<file path="src/rtl/sawflg_pkg.sv">
`default_nettype none
// ----------------------------------------------------------------------------
// sawflg_pkg
// Shared constants and types of the sawtooth flanger delay core.
// ----------------------------------------------------------------------------
package sawflg_pkg;

	localparam int DELAY_DEPTH = 4096;
	localparam int ADDR_W      = $clog2(DELAY_DEPTH);
	localparam int FRAC_W      = 16;
	localparam int POS_W       = ADDR_W + FRAC_W;
	localparam int DLY_W       = 34;
	localparam int SAMPLE_W    = 24;
	localparam int PHASE_W     = 32;
	localparam int DEPTH_W     = 27;
	localparam int PREDLY_W    = 28;
	localparam int CFG_IDX_W   = 2;
	localparam int CFG_DATA_W  = 32;
	localparam int QUEUE_DEPTH = 2;

	localparam logic [PHASE_W-1:0] PHASE_STEP_RESET = 32'd8948;

	// configuration register indexes
	localparam logic [CFG_IDX_W-1:0] CFG_PHASE_STEP = 2'd0;
	localparam logic [CFG_IDX_W-1:0] CFG_DEPTH      = 2'd1;
	localparam logic [CFG_IDX_W-1:0] CFG_PREDELAY   = 2'd2;

	// one frame as handed from the front to the back
	typedef struct packed {
		logic signed [SAMPLE_W-1:0] left;
		logic signed [SAMPLE_W-1:0] right;
		logic [ADDR_W-1:0]          wr_addr;
		logic [ADDR_W-1:0]          rd_addr0;
		logic [ADDR_W-1:0]          rd_addr1;
		logic [FRAC_W-1:0]          frac;
		logic                       written0;
		logic                       written1;
	} frame_cmd_t;

endpackage
`default_nettype wire

</file>
<file path="src/rtl/sawflg_queue.sv">
`default_nettype none
// ----------------------------------------------------------------------------
// sawflg_queue
// Two-entry command queue between the front and the back end, head shown
// ahead of the pop.
// ----------------------------------------------------------------------------
module sawflg_queue
	import sawflg_pkg::*;
(
	input  wire logic       clk,
	input  wire logic       arst_n,
	input  wire logic       push,
	input  wire frame_cmd_t push_cmd,
	output logic            full,
	input  wire logic       pop,
	output logic            empty,
	output frame_cmd_t      head
);

	localparam int PTR_W = $clog2(QUEUE_DEPTH);
	localparam int CNT_W = $clog2(QUEUE_DEPTH + 1);

	frame_cmd_t       entry_q [QUEUE_DEPTH];
	logic [PTR_W-1:0] wr_ptr_q;
	logic [PTR_W-1:0] rd_ptr_q;
	logic [CNT_W-1:0] count_q;

	assign full  = (count_q == CNT_W'(QUEUE_DEPTH));
	assign empty = (count_q == '0);
	assign head  = entry_q[rd_ptr_q];

	always_ff @(posedge clk or negedge arst_n) begin
		if (!arst_n) begin
			wr_ptr_q <= '0;
			rd_ptr_q <= '0;
			count_q  <= '0;
		end else begin
			if (push) begin
				wr_ptr_q <= (wr_ptr_q == PTR_W'(QUEUE_DEPTH - 1)) ? '0 : wr_ptr_q + 1'b1;
			end
			if (pop) begin
				rd_ptr_q <= (rd_ptr_q == PTR_W'(QUEUE_DEPTH - 1)) ? '0 : rd_ptr_q + 1'b1;
			end
			if (push && !pop) begin
				count_q <= count_q + 1'b1;
			end else if (pop && !push) begin
				count_q <= count_q - 1'b1;
			end
		end
	end

	always_ff @(posedge clk) begin
		if (push) begin
			entry_q[wr_ptr_q] <= push_cmd;
		end
	end

endmodule
`default_nettype wire

</file>
<file path="config.mk">
export PLATFORM = sky130hd
export DESIGN_NAME = sawflg_queue
export DESIGN_NICKNAME = d
export VERILOG_FILES = /design/src/rtl/sawflg_pkg.sv /design/src/rtl/sawflg_queue.sv
export SDC_FILE = /design/constraint.sdc
export NUM_CORES = 1
export LEC_CHECK = 0
export BUFFER_PORTS_ARGS = -buffer_cell sky130_fd_sc_hd__buf_2
export CORE_ASPECT_RATIO = 1.1
export CORE_MARGIN = 4
export CORE_UTILIZATION = 45
export DETAILED_ROUTE_END_ITERATION = 12
export PLACE_DENSITY = 0.76
export SYNTH_ARGS = -nofsm -noshare
export SYNTH_HDL_FRONTEND = slang
export SYNTH_SLANG_ARGS = --single-unit
</file>
<file path="constraint.sdc">
create_clock -name clk -period 7.4 [get_ports clk]
set_input_delay 0.37 -clock clk [delete_from_list [all_inputs] [get_ports clk]]
set_output_delay 0.37 -clock clk [all_outputs]
set_load 0.02 [all_outputs]
</file>
# Word-level counts from Yosys, hierarchy flattened

Memory sizes are Yosys's and may differ from the RTL's.
Index checks and enable logic that the tools add are counted.

Register bits after elaboration: 4
Memory bits (writable): 204
Bits of input ports: 106
Output and inout port bits: 104
Word-level logic and storage cells: 21
Memories kept: 1

$add $sub $neg: 4
Eq/ne operators: 1
Multiplexer cells: 6
Reductions and logical operators: 6

Memory list:

| memory  | depth | width | read ports | clocked after memory_dff | write ports | line               | source |
|---|---|---|---|---|---|---|---|
| entry_q | 2     | 102   | 1          | 0                        | 1           | sawflg_queue.sv:23 | `frame_cmd_t entry_q [QUEUE_DEPTH];` |

Operator list:

| operator                                                           | count |
|---|---|
| 1-bit two-way mux                                                  | 4 |
| 2-bit two-way mux                                                  | 2 |
| 1-bit adder, second input constant                                 | 2 |
| 2-bit by 1-bit adder with 2-bit output, second input constant      | 1 |
| 2-bit == test, second input constant                               | 1 |
| 1-bit logical AND                                                  | 2 |
| 1-bit logical NOT                                                  | 2 |
| 2-bit logical NOT                                                  | 1 |
| 2-bit nonzero test                                                 | 1 |
| 2-bit by 1-bit subtractor with 2-bit output, second input constant | 1 |

# Depth between registers and ports, before layout

Gate-level depths: netlist of run 1.

Depth in word-level cells: 4
Gate-level depth with buffers: 5
Gate-level depth less buffers: 5

# Least setup slack after synthesis of run 1

Ideal clock, no wire load.

Path type: register to register
Start point: reg wr_ptr_q
End point: mem entry_q[0][0] (netlist name), enable pin
Library setup time: 576 ps
Data arrival time: 4916 ps
Required time: 6824 ps
Slack: 1908 ps
Cell stages (with the launch flop): 2
Buffers on the path: 0
Clock period less this slack: 5492 ps
Path through: dfrtp_1 > nor2b_1

RTL lines:

| item                   | line               | source |
|---|---|---|
| start, declared        | sawflg_queue.sv:24 | `logic [PTR_W-1:0] wr_ptr_q;` |
| start signal, assigned | sawflg_queue.sv:39 | `wr_ptr_q <= (wr_ptr_q == PTR_W'(QUEUE_DEPTH - 1)) ? '0 : wr_ptr_q + 1'b1;` |
| end, declared          | sawflg_queue.sv:23 |  |

Straight into the memory's write port.

==> qor.yml, run 1 <==
clock_tree:
  clock_latency_ns: 0.48
  cts_resized: 0
  cts_hold_buf: 1
  numClockSinks: 208
  clockBufferDepth: 3
  path_clk_slew_ns: 0.06
  numCtsBuffers: 21
  cts_setup_buffers: 0
  cts_tree: "done"
  root_buffer: "clkbuf_16"
  htreeDepth: 1
logic_synthesis:
  ys_warn_count: 0
  synth.yosys.seq_area_share: 0.8233
  synthTopCellsByCount: "edfxtp_1, mux2_2, buf_6, dfrtp_1, xor2_1"
  synth_cell_types: 13
  synthesis.nets: 440
  synth_most_common_cell: "edfxtp_1"
  async_flop_share: 0.01923
  netlist_area_mm2: 0.007562
  synthFlopType: "edfxtp_1"
  ys_ff_latch: 208
  syn_area_per_cell_um2: 22.71
  synthTopCellsByArea: "edfxtp_1, mux2_2, dfrtp_1"
  synth_top_cell_by_area: "edfxtp_1"
  synth-edff-count: 204
  yosysTopAreaCellShare: 0.8101
  syn_inst: 333
routing:
  drt-initial-drc-count: 173
  drc: 0
  viasPerCell: 4.935
  wl_per_cell_um: 18.10
  final_antenna_net_count: 0
  drt_wl_total_um: 14010
  vias: 3820
  drt_pass1_iterations: 4
finish:
  fillers: 1257
  nets: 666
  drive_above_1_share: 0.6070
  diodes: 0
  area_delta_synth_final_pct: 25.30
  final_util: 0.5767
timing:
  fin_setup_tns_ns: 0
  slew_violations: 0
  worst_pin_slew_ns: 0.7668
  finalCriticalPeriod_ns: 2.993
  finalHoldViolations: 0
  rsz0062_at_grt: "no"
  setup_slack_ns: 4.407
  skew_ns: 0.01099
  setup_viol: 0
  fin_crit_sh: 0.4045
  slew_headroom: 0.4888
  fmax_mhz: 334.1
die:
  pin_count: 210
  start_util: 0.4602
  die_h_um: 144.0
  dieArea_mm2: 0.01895
  core_area_mm2: 0.01643
  num_rows: 49
  die_width_um: 131.6
placed_design:
  place_congestion: 0.7320
  pre_cts_slack_ns: 4.809
  io_buffers: 209
  dp_hpwl_um: 9262
worst_setup_path:
  critPathMaxStageDelay_ns: 0.87
  critPathMaxFanout: 54
  reg2regPathDepth: 3
  r2r-start: "wr_ptr_q"
  cp.arrival_ns: 2.62
  cp-end-kind: "primary output"
  path_cells: "buf_4 -> mux2_2 -> buf_2"
  startpoint_type: "flip-flop"
  crit_slowest_cell: "dfrtp_4"
  critPathRequiredTime_ns: 7.03
  reg2reg_to: "entry_q[0][37]"
  crit_type: "flip-flop to primary output"
  ff2ff_setup_slack_ns: 5.20
worst_hold_path:
  hold_path.startpoint: "push_cmd[30]"
  whs_path_depth: 1
  hold_path_end: "entry_q[0][30]"
  hp-class: "primary input to flip-flop"
pwr:
  p_per_area_mw_per_mm2: 400.8
  power_leakage_nw: 3.584
  power.internal_mw: 2.633
  p_total_mw: 3.797
  p_sw_frac: 0.3067
  peakVddDrop_mv: 0.2829
  p_clk_frac: 0.265
  p_switching_mw: 1.165
  pwr-share-seq: 0.441
  combPwrFrac: 0.295
grt:
  grt_usage: 0.1418
  grt.overflow.total: 0
  grt_pass1_wl_um: 21250
  grt_antenna_before_repair: 1
  grt_pass1_vias: 4107
  grt_max_degree: 59
run_status:
  status: "completed"
flow_run:
  max-cap-violations: 0
-- state kept, by name, indices dropped and copies added (netlist names) --
name and flops:
entry_q 204, wr_ptr_q 1, count_q 2, rd_ptr_q 1
-- how the worst max path moves through the flow --
stage                          endpoint  startpoint  slack [ns]  cells past startpoint
after floorplan           entry_q[0][0]    wr_ptr_q        1.91                      1
after global placement          head[4]    rd_ptr_q        4.87                      3
after detailed placement        head[4]    rd_ptr_q        4.81                      3
after CTS                       head[4]    rd_ptr_q        4.31                      3
after global routing           head[71]    rd_ptr_q        4.25                      3
final                          head[24]    rd_ptr_q        4.41                      3
-- cell usage in the layout (no fill, tap or decap) --
cell,Yosys,final
and2_4,0,1
buf_2,3,209
buf_4,1,4
bufinv_16,0,2
clkbuf_1,0,5
clkbuf_16,0,21
clkbuf_8,0,3
clkinv_1,0,1
clkinv_2,0,2
dfrtp_1,4,3
dfrtp_4,0,1
dlygate4sd3_1,0,1
edfxtp_1,204,204
ha_1,1,1
inv_1,1,1
mux2_2,102,102
nor2_1,2,2
nor2b_1,2,1
nor2b_4,0,1
xnor2_1,1,1
xor2_1,4,4
-- worst max-delay path, delay by kind of cell, from the launching register on --
family                 cells  cell delay, ns
buffers and inverters      2            0.82
flip-flops                 1            0.87
multiplexers               1            0.42
-- layer usage --
metal / vias up / GRT usage / share of wire
met5: - / 0 / 0.00093
met4: 2 / 0.04920 / 0.024
met3: 31 / 0.05007 / 0.089
met2: 163 / 0.2474 / 0.51
met1: 1855 / 0.1646 / 0.38
li1: 1769 / - / -
-- cell families (layout without fill, tap and decap cells) --
| group | count (synthesis) | after routing | synth area share |
|---|---|---|---|
| XOR/XNOR | 5 | 5 | 0.005791 |
| adder cells (fa/ha/maj) | 1 | 1 | 0.001654 |
| buffers and inverters | 12 | 249 | 0.01390 |
| flip-flops | 208 | 208 | 0.8233 |
| multiplexers | 102 | 102 | 0.1519 |
| AND/OR/NAND/NOR | 5 | 5 | 0.003475 |
-- metrics by stage --
step,instance area [µm²],hold WS [ns],std cells
floorplan,7562,0.07441,333
global placement,8806,0.1778,739
CTS,9475,0.05024,774
global route,9475,0.05611,774
finish,9475,0.07752,774
detailed placement,8806,0.1850,739
-- power by group through the flow --
| stage | registers, mW | logic (mW) | clock network, mW |
|---|---|---|---|
| CTS | 1.68 | 1.14 | 1.04 |
| detailed placement | 1.71 | 1.13 | 0 |
| floorplan | 1.65 | 0.858 | 0 |
| finish | 1.67 | 1.12 | 1.01 |
| global route | 1.70 | 1.20 | 1.09 |
| global placement | 1.69 | 1.12 | 0 |
-- area by class of cell --
cell class | instances | area [µm²] | area share
flip-flops and latches | 208 | 6230 | 0.6575
multi-input cells | 113 | 1241 | 0.1310
repair buffers | 214 | 1086 | 0.1146
clock buffers | 29 | 585.6 | 0.06180
well taps | 204 | 255.2 | 0.02694
clock inverters | 5 | 73.82 | 0.007791
inverters | 1 | 3.754 | 0.0003961
Note: power is estimated with default switching activity, not from simulation.
==> run 2, diff against run 1 <==
--- a/config.mk
+++ b/config.mk
@@ -10,7 +10,7 @@
 export CORE_MARGIN = 4
 export CORE_UTILIZATION = 45
 export DETAILED_ROUTE_END_ITERATION = 12
-export PLACE_DENSITY = 0.76
+export PLACE_DENSITY = 0.79
 export SYNTH_ARGS = -nofsm -noshare
 export SYNTH_HDL_FRONTEND = slang
 export SYNTH_SLANG_ARGS = --single-unit
==> constraint.sdc (replaced) <==
create_clock -name clk -period 2.6 [get_ports clk]
set_input_delay 0.13 -clock clk [delete_from_list [all_inputs] [get_ports clk]]
set_output_delay 0.13 -clock clk [all_outputs]
set_load 0.02 [all_outputs]
==> qor.yml, run 2 (synthesis gave the netlist of run 1 again) <==
run_status:
  status: "completed"
routing:
  drc: 0  # unchanged
  wl_per_cell_um: 18.43  # +1.8%
  vias: 4351  # +14%
  drt_wl_total_um: 16290  # +16%
  viasPerCell: 4.922  # -0.27%
  final_antenna_net_count: 0  # unchanged
  drt-initial-drc-count: 251  # +45%
  drt_pass1_iterations: 4  # unchanged
clock_tree:
  path_clk_slew_ns: 0.06  # about the same
  clockBufferDepth: 3  # unchanged
  cts_tree: "done"
  root_buffer: "clkbuf_16"
  htreeDepth: 1  # unchanged
  clock_latency_ns: 0.48  # about the same
  numCtsBuffers: 21  # unchanged
  numClockSinks: 208  # unchanged
  cts_resized: 0  # unchanged
worst_setup_path:
  r2r-start: "wr_ptr_q"
  ff2ff_setup_slack_ns: 1.04  # -4.16 ns
  cp-end-kind: "primary output"
  startpoint_type: "flip-flop"
  cp.arrival_ns: 2.11  # -0.51 ns
  reg2reg_to: "entry_q[0][69]"
  crit_type: "flip-flop to primary output"
  reg2regPathDepth: 2  # -1
  critPathRequiredTime_ns: 2.47  # -4.56 ns
  critPathMaxFanout: 28  # -48%
die:
  pin_count: 210  # unchanged
  core_area_mm2: 0.01643  # unchanged
  dieArea_mm2: 0.01895  # unchanged
  die_h_um: 144.0  # unchanged
  die_width_um: 131.6  # unchanged
  num_rows: 49  # unchanged
  start_util: 0.4602  # unchanged
grt:
  grt_pass1_vias: 4751  # +16%
  grt_usage: 0.1669  # +0.02512
  grt_max_degree: 57  # -3.4%
  grt_antenna_before_repair: 0  # -1
  grt_pass1_wl_um: 25070  # +18%
  grt.overflow.total: 0  # unchanged
worst_hold_path:
  hp-class: "primary input to flip-flop"
  hold_path.startpoint: "push_cmd[91]"
  hold_path_end: "entry_q[0][91]"
  whs_path_depth: 2  # +1
timing:
  finalHoldViolations: 0  # unchanged
  fin_crit_sh: 0.8621
  slew_violations: 0  # unchanged
  finalCriticalPeriod_ns: 2.241
  slew_headroom: 0.4982  # +0.009414
  rsz0062_at_grt: "no"
  fin_setup_tns_ns: 0  # unchanged
  worst_pin_slew_ns: 0.7527  # -0.01412 ns
  skew_ns: 0.008947  # -0.002045 ns
  fmax_mhz: 446.1
  setup_viol: 0  # unchanged
pwr:
  peakVddDrop_mv: 0.7098  # +150%
  power_leakage_nw: 4.048  # +13%
  p_per_area_mw_per_mm2: 1055  # +160%
finish:
  drive_above_1_share: 0.5118  # -0.09525
  nets: 773  # +16%
  final_util: 0.6449  # +0.06823
  top_regs: "entry_q: 204 flops, count_q: 2 flops"
  largest_register_ffs: 204  # unchanged
  final_common_cell: "buf_2"
  diodes: 0  # unchanged
  area_delta_synth_final_pct: 40.12
  final_cell_mix: "buf_2, edfxtp_1, dlygate4sd3_1"
  fillers: 1102  # -12%
  top_register: "entry_q"
flow_run:
  max-cap-violations: 0  # unchanged
placed_design:
  io_buffers: 209  # unchanged
  place_congestion: 0.7373  # +0.72%
  dp_hpwl_um: 9512  # +2.7%
-- run 2: cell count changes in the layout (fill, tap and decap cells not counted), sizes merged --
cell / previous run / this run
clkinvlp: 0 / 1
bufinv: 2 / 3
clkinv: 3 / 4
dlygate4sd3: 1 / 106
buf: 213 / 215
-- run 2: repair_timing --
action | in CTS | in global routing
hold buffers | 106 | 0
buffers inserted | 0 | 0
endpoints found under the hold margin | 210 | 0
-- run 2: critical path: stages (launching register included) --
cell     delay, ns
dfrtp_4       0.63
buf_4         0.42
mux2_2        0.40
buf_2         0.16
-- run 2: power by group --
group / switching [mW] / internal (mW) / leakage [nW]
clock: 1.15 / 1.84 / 0.331
sequential: 0.234 / 4.46 / 1.96
combinational: 2.07 / 1.43 / 1.76
total: 3.45 / 7.73 / 4.05
-- run 2: metal layers --
layer	wire length (µm)	share of wire	GRT usage
met1	6096	0.37	0.1934
met2	8810	0.54	0.3079
met4	343	0.021	0.05196
met5	0	0	0
met3	1043	0.064	0.04167
-- run 2: cell type report --
type / count / area, µm² / area share
Sequential cell: 208 / 6230 / 0.5879
Timing Repair Buffer: 321 / 2177 / 0.2055
Multi-Input combinational cell: 113 / 1241 / 0.1171
Clock buffer: 29 / 575.6 / 0.05432
Tap cell: 204 / 255.2 / 0.02409
Clock inverter: 8 / 113.9 / 0.01075
Inverter: 1 / 3.754 / 0.0003542
-- run 2: worst max-delay path by stage --
stage	from	to	slack [ns]	depth (start not counted)
3_3_place_gp	rd_ptr_q	head[87]	0.92	3
4_1_cts	rd_ptr_q	head[52]	0.34	3
6_report	rd_ptr_q	head[101]	0.36	3
3_5_place_dp	rd_ptr_q	head[66]	0.86	3
2_1_floorplan	wr_ptr_q	entry_q[0][0]	0.24	1
5_1_grt	rd_ptr_q	head[4]	0.27	3
-- run 2: per-stage QoR --
stage	area (µm²)	setup slack, ns	total power, mW	hold WS (ns)	cells
after detailed placement	8846	0.8554	8.121	-0.05517	741
after global placement	8846	0.9241	8.004	-0.06197	741
final	10600	0.3585	11.17	0.3695	884
after floorplan	7571	0.2395	7.093	-0.1656	333
after CTS	10600	0.3369	11.26	0.3422	884
after global routing	10600	0.2713	11.67	0.3619	884
